## src/rtl/cfe_pkg.sv

```systemverilog
// shared types and constants of the convolution engine
package cfe_pkg;

	localparam int MAX_IN_CH  = 16;
	localparam int MAX_OUT_CH = 16;
	localparam int MAX_KERNEL = 7;
	localparam int MAX_HEIGHT = 64;
	localparam int MAX_WIDTH  = 64;

	localparam int TAPS         = MAX_KERNEL * MAX_KERNEL;
	localparam int SAMPLE_DEPTH = MAX_IN_CH * MAX_HEIGHT * MAX_WIDTH;
	localparam int WEIGHT_DEPTH = MAX_OUT_CH * MAX_IN_CH * TAPS;
	localparam int SAW          = $clog2(SAMPLE_DEPTH);
	localparam int WAW          = $clog2(WEIGHT_DEPTH);
	localparam int QDEPTH       = 4;
	localparam int QAW          = $clog2(QDEPTH);

	localparam int ACC_W = 48;

	localparam logic [1:0] OP_WEIGHT  = 2'd0;
	localparam logic [1:0] OP_BIAS    = 2'd1;
	localparam logic [1:0] OP_SAMPLE  = 2'd2;
	localparam logic [1:0] OP_COMPUTE = 2'd3;

	localparam logic [1:0] ST_OK  = 2'd0;
	localparam logic [1:0] ST_SAT = 2'd1;
	localparam logic [1:0] ST_BAD = 2'd2;

	localparam logic [2:0] REG_IN_CH  = 3'd0;
	localparam logic [2:0] REG_OUT_CH = 3'd1;
	localparam logic [2:0] REG_KSIZE  = 3'd2;
	localparam logic [2:0] REG_STRIDE = 3'd3;
	localparam logic [2:0] REG_PAD    = 3'd4;
	localparam logic [2:0] REG_HEIGHT = 3'd5;
	localparam logic [2:0] REG_WIDTH  = 3'd6;

	typedef struct packed {
		logic [4:0] num_in_ch;
		logic [4:0] num_out_ch;
		logic [2:0] ksize;
		logic [2:0] stride;
		logic [1:0] padding;
		logic [6:0] in_height;
		logic [6:0] in_width;
	} cfg_t;

	// item handed from the front to the back part
	typedef struct packed {
		logic [1:0]  op;
		logic        bad;
		logic [3:0]  oc;
		logic [3:0]  ic;
		logic [5:0]  row;
		logic [5:0]  col;
		logic [15:0] data;
	} job_t;

	typedef struct packed {
		logic        we;
		logic [SAW-1:0] addr;
		logic [15:0] data;
	} swr_t;

	typedef struct packed {
		logic        we;
		logic [WAW-1:0] addr;
		logic [15:0] data;
	} wwr_t;

endpackage

```

## src/rtl/cfe_front.sv

```systemverilog
// front part: config registers, load decode, geometry check, job queue
module cfe_front (
	input  logic                  clk,
	input  logic                  arst_n,
	input  logic                  start,
	output logic                  busy,
	input  logic [1:0]            operation,
	input  logic [3:0]            out_channel,
	input  logic [3:0]            in_channel,
	input  logic [5:0]            row,
	input  logic [5:0]            col,
	input  logic signed [15:0]    value,
	input  logic                  cfg_valid,
	output logic                  cfg_ready,
	input  logic [2:0]            cfg_index,
	input  logic [6:0]            cfg_data,
	output cfe_pkg::cfg_t         cfg,
	output cfe_pkg::swr_t         swr,
	output cfe_pkg::wwr_t         wwr,
	output logic [15:0]           bias_tab [cfe_pkg::MAX_OUT_CH],
	output logic                  job_valid,
	output cfe_pkg::job_t         job,
	input  logic                  job_pop,
	output logic                  pending
);
	import cfe_pkg::*;

	cfg_t   cfg_q;
	logic [15:0] bias_q [MAX_OUT_CH];
	job_t   q_mem [QDEPTH];
	logic [QAW-1:0] wp_q, rp_q;
	logic [QAW:0]   cnt_q;
	logic   accept, push;
	logic   geom_ok, coord_ok;
	logic [8:0] span_h, span_w;
	logic [6:0] out_h, out_w;
	logic [8:0] dh, dw;

	assign cfg_ready = 1'b1;
	assign cfg = cfg_q;
	assign bias_tab = bias_q;
	assign busy = (cnt_q == (QAW+1)'(QDEPTH));
	assign accept = start && !busy;
	assign push = accept;

	always_ff @(posedge clk or negedge arst_n) begin
		if (!arst_n) begin
			cfg_q <= '{num_in_ch: 5'd1, num_out_ch: 5'd1, ksize: 3'd3,
				stride: 3'd1, padding: 2'd0, in_height: 7'd64, in_width: 7'd64};
		end else if (cfg_valid) begin
			case (cfg_index)
				REG_IN_CH:  cfg_q.num_in_ch  <= cfg_data[4:0];
				REG_OUT_CH: cfg_q.num_out_ch <= cfg_data[4:0];
				REG_KSIZE:  cfg_q.ksize      <= cfg_data[2:0];
				REG_STRIDE: cfg_q.stride     <= cfg_data[2:0];
				REG_PAD:    cfg_q.padding    <= cfg_data[1:0];
				REG_HEIGHT: cfg_q.in_height  <= cfg_data;
				REG_WIDTH:  cfg_q.in_width   <= cfg_data;
				default: ;
			endcase
		end
	end

	always_ff @(posedge clk or negedge arst_n) begin
		if (!arst_n) begin
			for (int i = 0; i < MAX_OUT_CH; i++) bias_q[i] <= '0;
		end else if (job_pop && job.op == OP_BIAS) begin
			bias_q[job.oc] <= job.data;
		end
	end

	// store writes, in queue order
	always_comb begin
		swr.we   = job_pop && job.op == OP_SAMPLE;
		swr.addr = {job.ic, job.row, job.col};
		swr.data = job.data;
		wwr.we   = job_pop && job.op == OP_WEIGHT && job.row < 6'(MAX_KERNEL)
			&& job.col < 6'(MAX_KERNEL);
		wwr.addr = WAW'({job.oc, job.ic}) * WAW'(TAPS)
			+ WAW'(job.row[2:0]) * WAW'(MAX_KERNEL) + WAW'(job.col[2:0]);
		wwr.data = job.data;
	end

	// geometry and coordinate check
	always_comb begin
		span_h = 9'(cfg_q.in_height) + 9'({cfg_q.padding, 1'b0});
		span_w = 9'(cfg_q.in_width) + 9'({cfg_q.padding, 1'b0});
		geom_ok = cfg_q.num_in_ch >= 5'd1 && cfg_q.num_in_ch <= 5'(MAX_IN_CH)
			&& cfg_q.num_out_ch >= 5'd1 && cfg_q.num_out_ch <= 5'(MAX_OUT_CH)
			&& cfg_q.ksize >= 3'd1
			&& cfg_q.stride >= 3'd1 && cfg_q.stride <= 3'd4
			&& cfg_q.in_height >= 7'd1 && cfg_q.in_height <= 7'(MAX_HEIGHT)
			&& cfg_q.in_width >= 7'd1 && cfg_q.in_width <= 7'(MAX_WIDTH)
			&& span_h >= 9'(cfg_q.ksize) && span_w >= 9'(cfg_q.ksize);
		dh = span_h - 9'(cfg_q.ksize);
		dw = span_w - 9'(cfg_q.ksize);
		case (cfg_q.stride)
			3'd2:    begin out_h = 7'(dh >> 1); out_w = 7'(dw >> 1); end
			3'd3:    begin
				out_h = 7'((18'(dh) * 18'd171) >> 9);
				out_w = 7'((18'(dw) * 18'd171) >> 9);
			end
			3'd4:    begin out_h = 7'(dh >> 2); out_w = 7'(dw >> 2); end
			default: begin out_h = 7'(dh); out_w = 7'(dw); end
		endcase
		coord_ok = 5'(out_channel) < cfg_q.num_out_ch
			&& 7'(row) <= out_h && 7'(col) <= out_w;
	end

	always_ff @(posedge clk) begin
		if (push) q_mem[wp_q] <= '{op: operation, bad: !(geom_ok && coord_ok),
			oc: out_channel, ic: in_channel, row: row, col: col, data: value};
	end

	always_ff @(posedge clk or negedge arst_n) begin
		if (!arst_n) begin
			wp_q <= '0;
			rp_q <= '0;
			cnt_q <= '0;
		end else begin
			if (push) wp_q <= wp_q + 1'b1;
			if (job_pop) rp_q <= rp_q + 1'b1;
			cnt_q <= cnt_q + (QAW+1)'(push) - (QAW+1)'(job_pop);
		end
	end

	assign job_valid = (cnt_q != '0);
	assign job = q_mem[rp_q];
	assign pending = job_valid;

endmodule

```

## config.mk

```make
export PLATFORM = sky130hd
export DESIGN_NAME = cfe_front
export DESIGN_NICKNAME = d
export VERILOG_FILES = /design/src/rtl/cfe_pkg.sv /design/src/rtl/cfe_front.sv
export SDC_FILE = /design/constraint.sdc
export NUM_CORES = 1
export LEC_CHECK = 0
export BUFFER_PORTS_ARGS = -buffer_cell sky130_fd_sc_hd__buf_2
export CAP_MARGIN = 0
export CORE_AREA = 8 8 252 254
export CTS_CLUSTER_DIAMETER = 100
export DETAILED_ROUTE_END_ITERATION = 6
export DIE_AREA = 0 0 260 262
export GPL_TIMING_DRIVEN = 0
export SLEW_MARGIN = 25
export SYNTH_ARGS = -nofsm -noshare
export SYNTH_HDL_FRONTEND = slang
export SYNTH_SLANG_ARGS = --single-unit
```

## constraint.sdc

```tcl
create_clock -name clk -period 7.4 [get_ports clk]
set_clock_uncertainty 0.15 [all_clocks]
set_input_delay 0.74 -clock clk [delete_from_list [all_inputs] [get_ports clk]]
set_output_delay 0.74 -clock clk [all_outputs]
set_load 0.1 [all_outputs]
```

### Yosys cells after proc, flatten, opt, wreduce, memory -nomap -nowiden

Memory sizes are Yosys's and may differ from the RTL's.
Index checks and enable logic that the tools add are counted.
Widths: inputs -> output; s select.

* register bits: 295
* bits in writable memories: 156
* bits of input ports: 53
* output and inout bits: 395
* logic and storage cells: 115
* memories: 1

Memories
* q_mem: depth 4, width 39, rd ports 1, clocked after Yosys merged registers in 0, wr ports 1, line cfe_front.sv:30 `job_t q_mem [QDEPTH];`

* add/sub/neg operators: 10
* multipliers: 4
* $lt $le $gt $ge: 20
* equal/unequal tests: 12
* multiplexer cells: 7
* bitwise gates (word level): 1
* reductions and logical operators: 34

Operators with widths (count)
* $bwmux 256: 1
* $demux 16 s4: 1
* $pmux 7 s3: 2
* $mul 9x8->16 const B: 2
* $logic_and 1x1->1: 22
* $sub 8x3->9: 2
* $add 7x3->8: 2
* $ge 8x3->1: 2
* $mux 16: 1
* $eq 3x3->1 const B: 5
* $add 14x3->14: 1
* $add 14x6->14: 1
* $ge 7x1->1 const B: 2
* $le 6x7->1: 2
* $le 7x7->1 const B: 2
* $mul 8x6->14 const B: 1
* $reduce_and 2->1: 7
* $eq 3x2->1 const B: 4
* $lt 6x3->1 const B: 2
* $ge 5x1->1 const B: 2
* $le 5x5->1 const B: 2
* $ge 3x1->1 const B: 2
* $mul 3x3->6 const B: 1
* $ge 5x5->1 const B: 1
* other kinds (15): 18

### Depth between registers and ports, before layout

Gate-level depths: netlist of run 1.

* depth after elaboration: 15
* gate-level depth with buffers: 32
* gate-level depth less buffers: 32

### Worst setup path after synthesis of run 1

No wires, ideal clock.

* path type: reg-to-reg
* start: register cfg_q, in the netlist cfg[14]
* end: memory q_mem[0][36] in the netlist's numbering, data pin
* library setup time: 0.155 ns
* data arrival time: 7.775 ns
* required time: 7.095 ns
* path slack: -0.680 ns
* cell stages (with the launch flop): 30
* path buffers: 0
* period minus slack after synthesis: 8.080 ns
* cells stage by stage: dfrtp_1 -> ha_1 -> fa_1 -> ha_1 -> nand2b_1 -> nand2b_1 -> a2bb2oi_1 -> xnor2_1 -> ha_1 -> fa_1 -> fa_1 -> inv_1 -> fa_1 -> inv_1 -> ha_1 -> or2_2 -> o22ai_1 -> a211oi_1 -> or2_2 -> xnor2_1 -> o311ai_0 -> o21ai_0 -> ha_1 -> nand2_1 -> o21bai_1 -> a21oi_1 -> a21bo_2 -> a2111oi_0 -> mux2i_1 -> nand4_1

* cells in the longest elaborated chain, start to end: 9
* elaborated cells on any way between the ends: 18
* classes of those cells: add/sub (4); mul (2); order compare (4); mux (2); reduce/logical (6)

RTL lines
* start: declaration: line cfe_front.sv:28 `cfg_t cfg_q;`
* start signal: assignment: line cfe_front.sv:48 `cfg_q <= '{num_in_ch: 5'd1, num_out_ch: 5'd1, ksize: 3'd3,`
* $add 7x3->8: line cfe_front.sv:86 `span_h = 9'(cfg_q.in_height) + 9'({cfg_q.padding, 1'b0});`
* $sub 8x3->9: line cfe_front.sv:95 `dh = span_h - 9'(cfg_q.ksize);`
* $mul 9x8->16: line cfe_front.sv:100 `out_h = 7'((18'(dh) * 18'd171) >> 9);`
* $pmux 7 s3: line cfe_front.sv:97 `case (cfg_q.stride)`
* $le 6x7->1: line cfe_front.sv:107 `&& 7'(row) <= out_h && 7'(col) <= out_w;`
* $logic_and 1x1->1 (2 in series): line cfe_front.sv:107
* $logic_and 1x1->1 *: line cfe_front.sv:111 `if (push) q_mem[wp_q] <= '{op: operation, bad: !(geom_ok && coord_ok),`
* $logic_not 1->1 *: line cfe_front.sv:111
* end: declaration: line cfe_front.sv:30

Every way passes the cells marked *; elsewhere a longest branch is shown, timed or not.

### Final worst setup path of run 1

* start: register cfg_q, in the netlist cfg[1]
* end: memory q_mem[3][36] in the netlist's numbering, data pin

* cells in the longest elaborated chain, start to end: 8
* elaborated cells on any way between the ends: 15
* classes of those cells: add/sub (2); mul (1); order compare (4); mux (1); reduce/logical (7)

RTL lines
* $add 7x3->8: line cfe_front.sv:87 `span_w = 9'(cfg_q.in_width) + 9'({cfg_q.padding, 1'b0});`
* $sub 8x3->9: line cfe_front.sv:96 `dw = span_w - 9'(cfg_q.ksize);`
* $mul 9x8->16: line cfe_front.sv:101 `out_w = 7'((18'(dw) * 18'd171) >> 9);`
* $pmux 7 s3: line cfe_front.sv:97
* $le 6x7->1: line cfe_front.sv:107
* $logic_and 1x1->1: line cfe_front.sv:107
* $logic_and 1x1->1 *: line cfe_front.sv:111
* $logic_not 1->1 *: line cfe_front.sv:111

Marked as above.

==> impl_results.md, run 1 <==
- Post-synth ARST share: 65.4%
- Core area: 0.0596 mm^2
- Mean Syn Cell Area: 14.7 um^2
- R2R depth: 32
- Seq/Total Area, Yosys: 51.2%
- Hold path cells: 1
- GRT busiest layer: met2
- Via count: 15,226
- I/O Pins: 448
- Synth Flop Type: dfrtp_1
- # clock sinks: 451
- Met1 usage: 23.3%
- Critical R2R Launch: cfg[1]
- Area contributors post-synth: dfrtp_1, edfxtp_1, mux2_4, ha_1, mux2_2
- Die width: 260 um
- Status: finished, violations left
- Root buffer cell: clkbuf_16
- # DRC: 0
- Placed insts: 2,839
- H-tree lvl count: 2
- CP Data Arrival Time: 7.68 ns
- Post-Layout Cell Count: 2,964
- Synth Cell Area: 0.0236 mm^2
- Nets: 2,401
- Final hold vios: 0
- GRT overflow: 0
- CTS tree: done
- R2R Setup Slk: -0.11 ns
- Yosys warnings: 0
- Final wirelength: 67,100 um
- Hold WC Path Type: in -> reg
- Met2 usage: 33.7%
- F_max: 133 MHz
- Max_slew headroom: 32.9%
- Initial Utilization: 39.6%
- Crit-path max cell delay: 0.55 ns
- Cell taking the most area after synthesis: dfrtp_1
- Gr usage total: 19.1%
- Die area: 0.0681 mm^2
- Initial DRC count: 712
- Vias in the first global route: 15,904
- GPL Wtd Cong: 0.869
- Synthesis-to-layout area growth: 24.8%
- # fillers: 5,186
- Synth unique cells: 69
- Critical Setup Path Class: reg -> reg
- Routed len/inst: 22.7 um
- Hold path endpoint: q_mem[2][9]
- Global-route wire length before repair: 100,000 um
- CTS Buf Count: 49
- Final period util: 101%
- Vias per Instance: 5.14
- Die H: 262 um
- Setup violations, final: 4
- Worst Tran Pin Value: 1.00 ns
- Row count: 90
- FF+latch count, synth: 451
- Fin. max-slew vios: 0
- Routed Antenna Nets: 0
- CTS Buffer Depth: 3
- Initial antenna violation count: 12
- Crit path time final: 7.51 ns
- Failing checks: negative setup slack
- CP max-delay cell: fa_1
- Largest net degree at the start of global routing: 91
- Clock transition at path regs: 0.06 ns
- Clock latency at the later pin of the worst-skew pair: 0.58 ns
- RSZ-0062 raised after global routing: yes
- Startpoint Class: flip-flop
- CP Max Fanout: 5
- Pre-Repair DR Iteration Count: 6
- Post-synth top area share: 30.6%
- Number of enable flip-flop cells after synthesis: 156
- Worst setup margin: -0.108 ns
- PortBufs: 445
- Worst EP required: 7.57 ns
- Post-Synthesis Cells: 1,609
- Syn_nets: 1,871
- Met3 usage: 4.26%
- Worst R2R End: q_mem[3][36]
- Share of cells above drive strength 1: 49.7%
- Hold_sp: value[9]
- DP HPWL: 50,800 um
- Max-cap viol count: 0
- Critical Path End Type: flip-flop
-- worst max-delay path by stage --
stage | from | endpoint | slack, ns | cells after the start
3_5_place_dp | cfg[14] | q_mem[1][36] | -0.93 | 27
5_1_grt | cfg[14] | q_mem[2][36] | -0.35 | 28
3_3_place_gp | arst_n | cfg[1] | -1.11 | 1
4_1_cts | cfg[14] | q_mem[1][36] | 0.002 | 30
6_report | cfg[1] | q_mem[3][36] | -0.11 | 32
2_1_floorplan | cfg[14] | q_mem[0][36] | 0.005 | 31
-- critical path: cells and delay by family, from the launching register on --
family,cells,cell delay (ns)
mux,1,0.24
fa+ha+maj,8,2.92
buf+inv,5,0.52
simple gates,6,1.06
xor+xnor,1,0.17
compound gates,11,1.66
flops,1,0.51
-- routing by layer --
layer	wire [um]	vias up
li1	-	6885
met1	27800	7783
met2	33600	452
met3	4090	96
met4	1610	10
met5	62	-
-- cells in the mapped netlist, types with 6 or more instances --
| library cell | count |
|---|---|
| nor4_1 | 7 |
| a21oi_1 | 37 |
| a211oi_1 | 7 |
| nand2_4 | 16 |
| and2_1 | 13 |
| o21a_1 | 8 |
| mux4_2 | 40 |
| nand2_1 | 41 |
| and3_1 | 8 |
| a21o_1 | 8 |
| buf_6 | 21 |
| nor2_1 | 34 |
| mux2_4 | 160 |
| mux2_2 | 124 |
| or2_2 | 8 |
| a2111oi_0 | 9 |
| a211o_1 | 6 |
| buf_4 | 52 |
| dfstp_2 | 7 |
| edfxtp_1 | 156 |
| nand3_1 | 17 |
| nand2b_1 | 8 |
| o22ai_1 | 6 |
| ha_1 | 166 |
| inv_1 | 106 |
| or3_1 | 7 |
| o21ai_0 | 25 |
| nor2b_1 | 8 |
| clkbuf_1 | 33 |
| dfrtp_1 | 288 |
| fa_1 | 43 |
| xnor2_1 | 31 |
| nor3_1 | 12 |
| xor2_1 | 16 |
-- cells by family after synthesis --
kind of cell	Yosys count	synth area share, %
flops	451	51.2
compound gates	150	4.38
buf+inv	217	4.97
mux	328	20.1
xor+xnor	48	1.81
simple gates	205	5.08
other cells	1	0.0159
fa+ha+maj	209	12.5
-- what timing repair did --
action | CTS | global route
hold buffers | 1 | 0
endpoints found under the setup margin | 14 | 10
gates resized for setup | 76 | 19
hold endpoints to repair | 68 | 0
pin swaps | 52 | 28
buffers inserted | 30 | 4
-- layout by cell type, fill, tap and decap left out, types with 11 or more instances in the layout --
cell       synthesis  final
fa_1              43     41
edfxtp_1         156    156
buf_2              4    446
buf_4             52     84
ha_4               0     13
nor3_1            12     11
nand2_1           41     38
mux2_2           124    124
mux4_2            40     40
inv_1            106     99
nand2_4           16     16
nand3_1           17     16
o21ai_0           25     21
buf_6             21     24
dfrtp_1          288    279
xor2_1            16     15
clkbuf_1          33     44
ha_1             166    150
nor2_1            34     32
mux2_4           160    160
xnor2_1           31     22
clkbuf_16          0     49
a21oi_1           37     33
-- stage by stage --
step	setup slack, ns	instance area (um^2)	hold slack [ns]	util (%)	TNS, ns
after floorplan	0.00475	23700	0.294	-	0
after global placement	-1.11	26900	0.333	45.2	-24.93
after detailed placement	-0.934	27000	0.336	45.4	-3.78
after CTS	0.00190	29300	0.186	49.2	0
after global routing	-0.348	29400	0.194	49.4	-1.39
final	-0.108	29400	0.227	49.4	-0.428
-- sequential cells by signal (all words and copies together), names as in the netlist --
signal / count
cnt_q: 3
q_mem: 156
cfg: 32
bias_tab: 256
rp_q: 2
wp_q: 2
-- area by class of cell --
cell class	count	area, um^2	area share [%]
antenna	6	15.0	0.0510
sequential	451	12100	41.1
multi-input combinational	941	11000	37.3
clock buffer	72	1400	4.76
timing repair buffer	483	2600	8.83
clock inverter	16	225	0.765
buffer	106	754	2.56
inverter	107	402	1.36
tap	782	978	3.32
Power of run 1 is not shown: default switching activity piles up to over one toggle a cycle in this logic, so the estimate is an artifact.
==> run 2, diff against run 1 <==
--- a/config.mk
+++ b/config.mk
@@ -12,6 +12,7 @@
 export DETAILED_ROUTE_END_ITERATION = 6
 export DIE_AREA = 0 0 260 262
 export GPL_TIMING_DRIVEN = 0
+export REMOVE_ABC_BUFFERS = 1
 export SLEW_MARGIN = 25
 export SYNTH_ARGS = -nofsm -noshare
 export SYNTH_HDL_FRONTEND = slang
==> run 2 against run 1 <==
Against the previous run: the run still ends with negative setup slack left; die area did not move; hold slack got worse by 0.011 ns; global-route usage fell by 0.17 points; critical path depth fell by 3; worst setup slack improved by 0.012 ns; sequential share of layout area rose by 0.96 points; final cell count fell by 3.5%; clock-buffer cell count did not move; utilization fell by 1.2 points; first-iteration DRC count rose by 27%.
==> impl_results.md, run 2 (same netlist as run 1, synthesis figures left out) <==
- H-tree lvl count: 2 (unchanged)
- Failing checks: negative setup slack (unchanged)
- Critical Setup Path Class: reg -> reg (unchanged)
- Worst setup margin: -0.0958 ns (was -0.108 ns)
- Routed Antenna Nets: 0 (unchanged)
- Vias in the first global route: 15,492 (was 15,904)
- F_max: 133 MHz (about the same)
- Crit-path max cell delay: 0.52 ns (was 0.55 ns)
- Vias per Instance: 5.20 (was 5.14)
- Top cell by count, worst path: ha_4
- # clock sinks: 451 (unchanged)
- Die area: 0.0681 mm^2 (unchanged)
- Die H: 262 um (unchanged)
- Worst EP required: 7.64 ns (was 7.57 ns)
- Initial Utilization: 39.6% (unchanged)
- GPL Wtd Cong: 0.875 (was 0.869)
- CP Max Fanout: 5 (unchanged)
- # DRC: 0 (unchanged)
- Synthesis-to-layout area growth: 21.8% (was 24.8%)
- Max reg flops: 256 (unchanged)
- Worst Tran Pin Value: 0.821 ns (was 1.00 ns)
- CTS tree: done (unchanged)
- Via count: 14,856 (was 15,226)
- Clock transition at path regs: 0.06 ns (about the same)
- Hold Slack: 0.217 ns (was 0.227 ns)
- CTS Buffer Depth: 3 (unchanged)
- Gr usage total: 18.9% (was 19.1%)
- CP Data Arrival Time: 7.74 ns (was 7.68 ns)
- Initial antenna violation count: 3 (was 12)
- I/O Pins: 448 (unchanged)
- Routed len/inst: 23.3 um (was 22.7 um)
- Die width: 260 um (unchanged)
- Setup violations, final: 4 (unchanged)
- Core area: 0.0596 mm^2 (unchanged)
- Crit path time final: 7.50 ns (was 7.51 ns)
- # fillers: 5,160 (was 5,186)
- Largest net degree at the start of global routing: 92 (was 91)
- Final wirelength: 66,500 um (was 67,100 um)
- PortBufs: 446 (was 445)
- Initial DRC count: 906 (was 712)
- Nets: 2,298 (was 2,401)
- GRT overflow: 0 (unchanged)
- Most common cell after layout, fill and taps aside: buf_2 (unchanged)
- RSZ-0062 raised after global routing: yes (unchanged)
- Reg area: 0.0121 mm^2 (about the same)
- CP max-delay cell: fa_1 (unchanged)
- Row count: 90 (unchanged)
- Footprint of the multi-input gates: 0.0110 mm^2 (about the same)
- Startpoint Class: flip-flop (unchanged)
- Clock latency at the later pin of the worst-skew pair: 0.59 ns (was 0.58 ns)
- Root buffer cell: clkbuf_16 (unchanged)
- Max_slew headroom: 43.9% (was 32.9%)
- Fin. max-slew vios: 0 (unchanged)
- DP HPWL: 48,000 um (was 50,800 um)
- Final period util: 101% (about the same)
- Status: finished, violations left (unchanged)
- Critical Path End Type: flip-flop (unchanged)
- Hold WC Path Type: in -> reg (unchanged)
- Max-cap viol count: 0 (unchanged)
- Share of cells above drive strength 1: 48.8% (was 49.7%)
- Commonest cells after routing, fill and taps aside: buf_2, dfrtp_1, mux2_4 (unchanged)
- Final hold vios: 0 (unchanged)
- Global-route wire length before repair: 99,200 um (was 100,000 um)
- CTS Buf Count: 48 (was 49)
- Pre-Repair DR Iteration Count: 5 (was 6)
[run 2: cell types whose count changed in the layout (fill, tap and decap cells not counted), sizes merged]
cell    change
inv         -3
buf        -72
diode       -4
bufinv      +1
clkinv      +3
clkbuf     -30
[run 2: final timing paths]
path                       slack [ns]  depth (start not counted)          from      endpoint
max                              -0.1                         29       cfg[14]  q_mem[3][36]
min                              0.22                          1     value[14]  q_mem[3][14]
max reg2reg                      -0.1                         29       cfg[14]  q_mem[3][36]
min reg2reg                      0.35                          1  bias_tab[33]  bias_tab[33]
max in group asynchronous        4.92                          5        arst_n       cfg[14]
min in group asynchronous        0.45                          2        arst_n  bias_tab[60]
[run 2: worst max-delay path: cells and delay by family, from the launching register on]
kind	cells	cell delay [ns]
compound gates	8	1.67
xor+xnor	1	0.14
fa+ha+maj	8	2.85
buf+inv	2	0.08
flops	1	0.47
mux	1	0.13
simple gates	9	1.82
[run 2: stage by stage]
| stage | setup slack, ns | setup TNS (ns) | utilization, % | std cells | instance area [um^2] |
|---|---|---|---|---|---|
| 6_report | -0.0958 | -0.383 | 48.3 | 2859 | 28700 |
| 5_1_grt | -0.325 | -1.30 | 48.2 | 2857 | 28700 |
| 4_1_cts | -0.0999 | -0.399 | 47.9 | 2853 | 28600 |
| 3_5_place_dp | -1.53 | -6.13 | 43.9 | 2731 | 26200 |
| 3_3_place_gp | -1.32 | -9.80 | 43.7 | 2727 | 26000 |
| 2_1_floorplan | -1.61 | -9.02 | - | 1499 | 22800 |
[run 2: layout make-up]
cell class	instances	area share, %
Sequential cell	451	42.0
Multi-Input combinational cell	941	38.1
Timing Repair Buffer	487	9.20
Clock buffer	72	4.88
Tap cell	782	3.40
Inverter	107	1.40
Clock inverter	17	0.919
Antenna cell	2	0.0174
[run 2: layer usage]
layer | global-route usage, % | up-vias | part of all wire [%]
li1 | - | 6668 | -
met1 | 23.6 | 7644 | 41
met2 | 33.8 | 462 | 51
met3 | 3.72 | 82 | 6.4
met4 | 3.73 | 0 | 1.6
met5 | 0 | - | 0
[run 2: timing repair]
action | in CTS | in global routing
gates resized for setup | 91 | 25
pin swaps | 53 | 29
endpoints found under the hold margin | 30 | 0
hold buffers | 1 | 0
setup endpoints to repair | 4 | 4
setup buffers | 32 | 4
Power of run 2 is left out for the same reason.
==> run 3, diff against run 2 <==
--- a/config.mk
+++ b/config.mk
@@ -5,12 +5,13 @@
 export SDC_FILE = /design/constraint.sdc
 export NUM_CORES = 1
 export LEC_CHECK = 0
+export ABC_AREA = 1
 export BUFFER_PORTS_ARGS = -buffer_cell sky130_fd_sc_hd__buf_2
 export CAP_MARGIN = 0
-export CORE_AREA = 8 8 252 254
+export CORE_AREA = 8 8 253 255
 export CTS_CLUSTER_DIAMETER = 100
 export DETAILED_ROUTE_END_ITERATION = 6
-export DIE_AREA = 0 0 260 262
+export DIE_AREA = 0 0 261 263
 export GPL_TIMING_DRIVEN = 0
 export REMOVE_ABC_BUFFERS = 1
 export SLEW_MARGIN = 25
==> run 3 against run 2 <==
Against the previous run: the run now ends clean; area after synthesis rose by 0.84%; die area rose by 0.77%; sequential share of layout area rose by 0.22 points; highest routed layer is now met5; global-route usage grew 0.67 points; first-iteration DRC count rose by 16%; synthesized cell count rose by 25%; critical path depth down 9; utilization shrank 0.53 points; clock-buffer cell count is 3 higher; non-clock buffer count decreased by 10; via count rose by 11%; sequential cell count is the same.
==> impl_results.md, run 3 <==
- Reg area: 0.0121 mm^2 (about the same)
- # DRC: 0 (unchanged)
- Setup violations, final: 0 (was 4)
- GPL Wtd Cong: 0.874 (was 0.875)
- Startpoint Class: flip-flop (unchanged)
- Root buffer cell: clkbuf_16 (unchanged)
- Hold Slack: 0.225 ns (was 0.217 ns)
- Die H: 263 um (was 262 um)
- Synthesis-to-layout area growth: 20.2% (was 21.8%)
- Setup TNS: 0 ns (was -0.383 ns)
- Share of cells above drive strength 1: 36.0% (was 48.8%)
- Cell taking the most area after synthesis: dfrtp_1 (unchanged)
- Global-route wire length before repair: 105,000 um (was 99,200 um)
- Status: complete, no violations (was finished, violations left)
- CP Cell Sequence: inv_4 -> o21ai_0 -> o22ai_1 -> fa_1 -> ha_1 -> inv_1 -> fa_1 -> inv_1 -> ha_1 -> ha_1 -> nand2_1 -> nand2_1 -> a31oi_1 -> inv_1 -> nand2_1 -> nand2_1 -> a21o_1 -> a21oi_1 -> xnor2_1 -> buf_2
- Vias per Instance: 5.06 (was 5.20)
- Initial DRC count: 1,051 (was 906)
- Die width: 261 um (was 260 um)
- Nets: 2,688 (was 2,298)
- Final wirelength: 68,900 um (was 66,500 um)
- DP HPWL: 52,600 um (was 48,000 um)
- Initial Utilization: 39.7% (was 39.6%)
- CTS Buffer Depth: 3 (unchanged)
- Final period util: 95.0% (was 101%)
- Gr usage total: 19.6% (was 18.9%)
- Synth Cell Area: 0.0238 mm^2 (was 0.0236 mm^2)
- Clock transition at path regs: 0.06 ns (about the same)
- Clock latency at the later pin of the worst-skew pair: 0.58 ns (was 0.59 ns)
- Vias in the first global route: 16,702 (was 15,492)
- CP max-delay cell: dfrtp_2 (was fa_1)
- Die area: 0.0686 mm^2 (was 0.0681 mm^2)
- Max reg flops: 256 (unchanged)
- Crit path time final: 7.03 ns (was 7.50 ns)
- Buf/Inv on CP: 5 (was 2)
- # fillers: 5,411 (was 5,160)
- PortBufs: 446 (unchanged)
- Worst EP required: 6.51 ns (was 7.64 ns)
- Crit-path max cell delay: 0.65 ns (was 0.52 ns)
- F_max: 142 MHz (was 133 MHz)
- Post-synth top area share: 30.3% (was 30.6%)
- CP top delay family: adder cells (unchanged)
- Post-Synthesis Cells: 2,015 (was 1,609)
- Initial antenna violation count: 12 (was 3)
- Largest net degree at the start of global routing: 100 (was 92)
- Footprint of the multi-input gates: 0.0104 mm^2 (was 0.0110 mm^2)
- Synth cell count leaders: dfrtp_1, nand2_1, inv_1 (was dfrtp_1, ha_1, mux2_4)
- Pre-Repair DR Iteration Count: 5 (unchanged)
- Most common cell after layout, fill and taps aside: buf_2 (unchanged)
- Max-cap viol count: 0 (unchanged)
- # clock sinks: 451 (unchanged)
- Synth Flop Type: dfrtp_1 (unchanged)
- CP Max Fanout: 52 (was 5)
- Mean Syn Cell Area: 11.8 um^2 (was 14.7 um^2)
- CP Data Arrival Time: 6.14 ns (was 7.74 ns)
- GRT overflow: 0 (unchanged)
- H-tree lvl count: 2 (unchanged)
- Synth unique cells: 52 (was 69)
- Top cell by count, worst path: nand2_1 (was ha_4)
- Routed len/inst: 21.2 um (was 23.3 um)
- Seq/Total Area, Yosys: 50.8% (was 51.2%)
- Area contributors post-synth: dfrtp_1, edfxtp_1, ha_1, mux2_2, mux2_4 (was dfrtp_1, edfxtp_1, mux2_4, ha_1, mux2_2)
- Hold WC Path Type: in -> reg (unchanged)
- CTS Buf Count: 48 (unchanged)
- Routed Antenna Nets: 0 (unchanged)
- CTS tree: done (unchanged)
- Critical Path End Type: output port (was flip-flop)
- Commonest cells after routing, fill and taps aside: buf_2, dfrtp_1, nand2_1 (was buf_2, dfrtp_1, mux2_4)
- Yosys warnings: 0 (unchanged)
- Number of enable flip-flop cells after synthesis: 156 (unchanged)
- Fin. max-slew vios: 0 (unchanged)
- Post-Layout Cell Count: 3,258 (was 2,859)
- Post-synth ARST share: 65.4% (unchanged)
- Max_slew headroom: 29.2% (was 43.9%)
- Count leader, synth: dfrtp_1 (unchanged)
- Placed insts: 3,154 (was 2,731)
- FF+latch count, synth: 451 (unchanged)
- Final hold vios: 0 (unchanged)
- I/O Pins: 448 (unchanged)
- Via count: 16,500 (was 14,856)
- Core area: 0.0599 mm^2 (was 0.0596 mm^2)
- Row count: 90 (unchanged)
- Worst Tran Pin Value: 1.06 ns (was 0.821 ns)
- Critical Setup Path Class: reg -> out (was reg -> reg)
-- run 3: cell count changes after synthesis, moves of 23 or more --
cell,delta
mux2_4,-60
xnor2_1,-23
inv_1,+89
o21ai_0,+96
nor2_1,+93
nand3_1,+31
mux4_2,-40
nand2_1,+222
mux2_2,+32
a21oi_1,+33
-- run 3: metal layers --
layer	up-vias	track usage [%]	part of all wire (%)
met4	6	5.52	2.5
met5	-	0	0.068
met2	462	34.4	50
met1	8218	23.9	41
li1	7706	-	-
met3	108	4.28	6.7
-- run 3: layout make-up --
class                      count  area share (%)
antenna                       10          0.0875
clock buffer                  75            5.15
clock inverter                15           0.569
inverter                     198            2.63
multi-input combinational   1250            36.2
sequential                   451            42.3
tap                          782            3.42
timing repair buffer         477            9.65
-- run 3: cell families after synthesis --
family          Yosys count  synth area share [%]
flops                   451                  50.8
xor+xnor                 28                  1.03
simple gates            494                  9.23
mux                     256                  13.7
fa+ha+maj               209                  12.4
compound gates          262                  6.26
other cells               1                0.0158
buf+inv                 314                  6.65
-- run 3: final timing paths --
check	end	slack, ns	from	cells past startpoint
max reg2reg	q_mem[1][36]	0.38	cfg[14]	33
min reg2reg	bias_tab[197]	0.35	bias_tab[197]	1
min in group asynchronous	bias_tab[131]	0.49	arst_n	2
max in group asynchronous	bias_tab[207]	5.32	arst_n	4
max	wwr[26]	0.37	rp_q[1]	20
min	q_mem[2][1]	0.23	value[1]	1
-- run 3: metrics by stage --
| stage | worst slack [ns] | utilization [%] | cell area [um^2] |
|---|---|---|---|
| 2_1_floorplan | -2.94 | - | 23000 |
| 3_3_place_gp | -1.70 | 43.7 | 26200 |
| 3_5_place_dp | -0.244 | 44.8 | 26800 |
| 4_1_cts | 0.0461 | 47.6 | 28500 |
| 5_1_grt | -0.0300 | 47.7 | 28600 |
| 6_report | 0.371 | 47.7 | 28600 |
-- run 3: what timing repair did --
| item | CTS | global route |
|---|---|---|
| resized for setup | 4 | 18 |
| hold buffers | 1 | 0 |
| buffers inserted | 2 | 1 |
| setup endpoints to repair | 6 | 10 |
| pin swaps | 2 | 1 |
| endpoints found under the hold margin | 39 | 0 |
Power of run 3 is left out for the same reason.
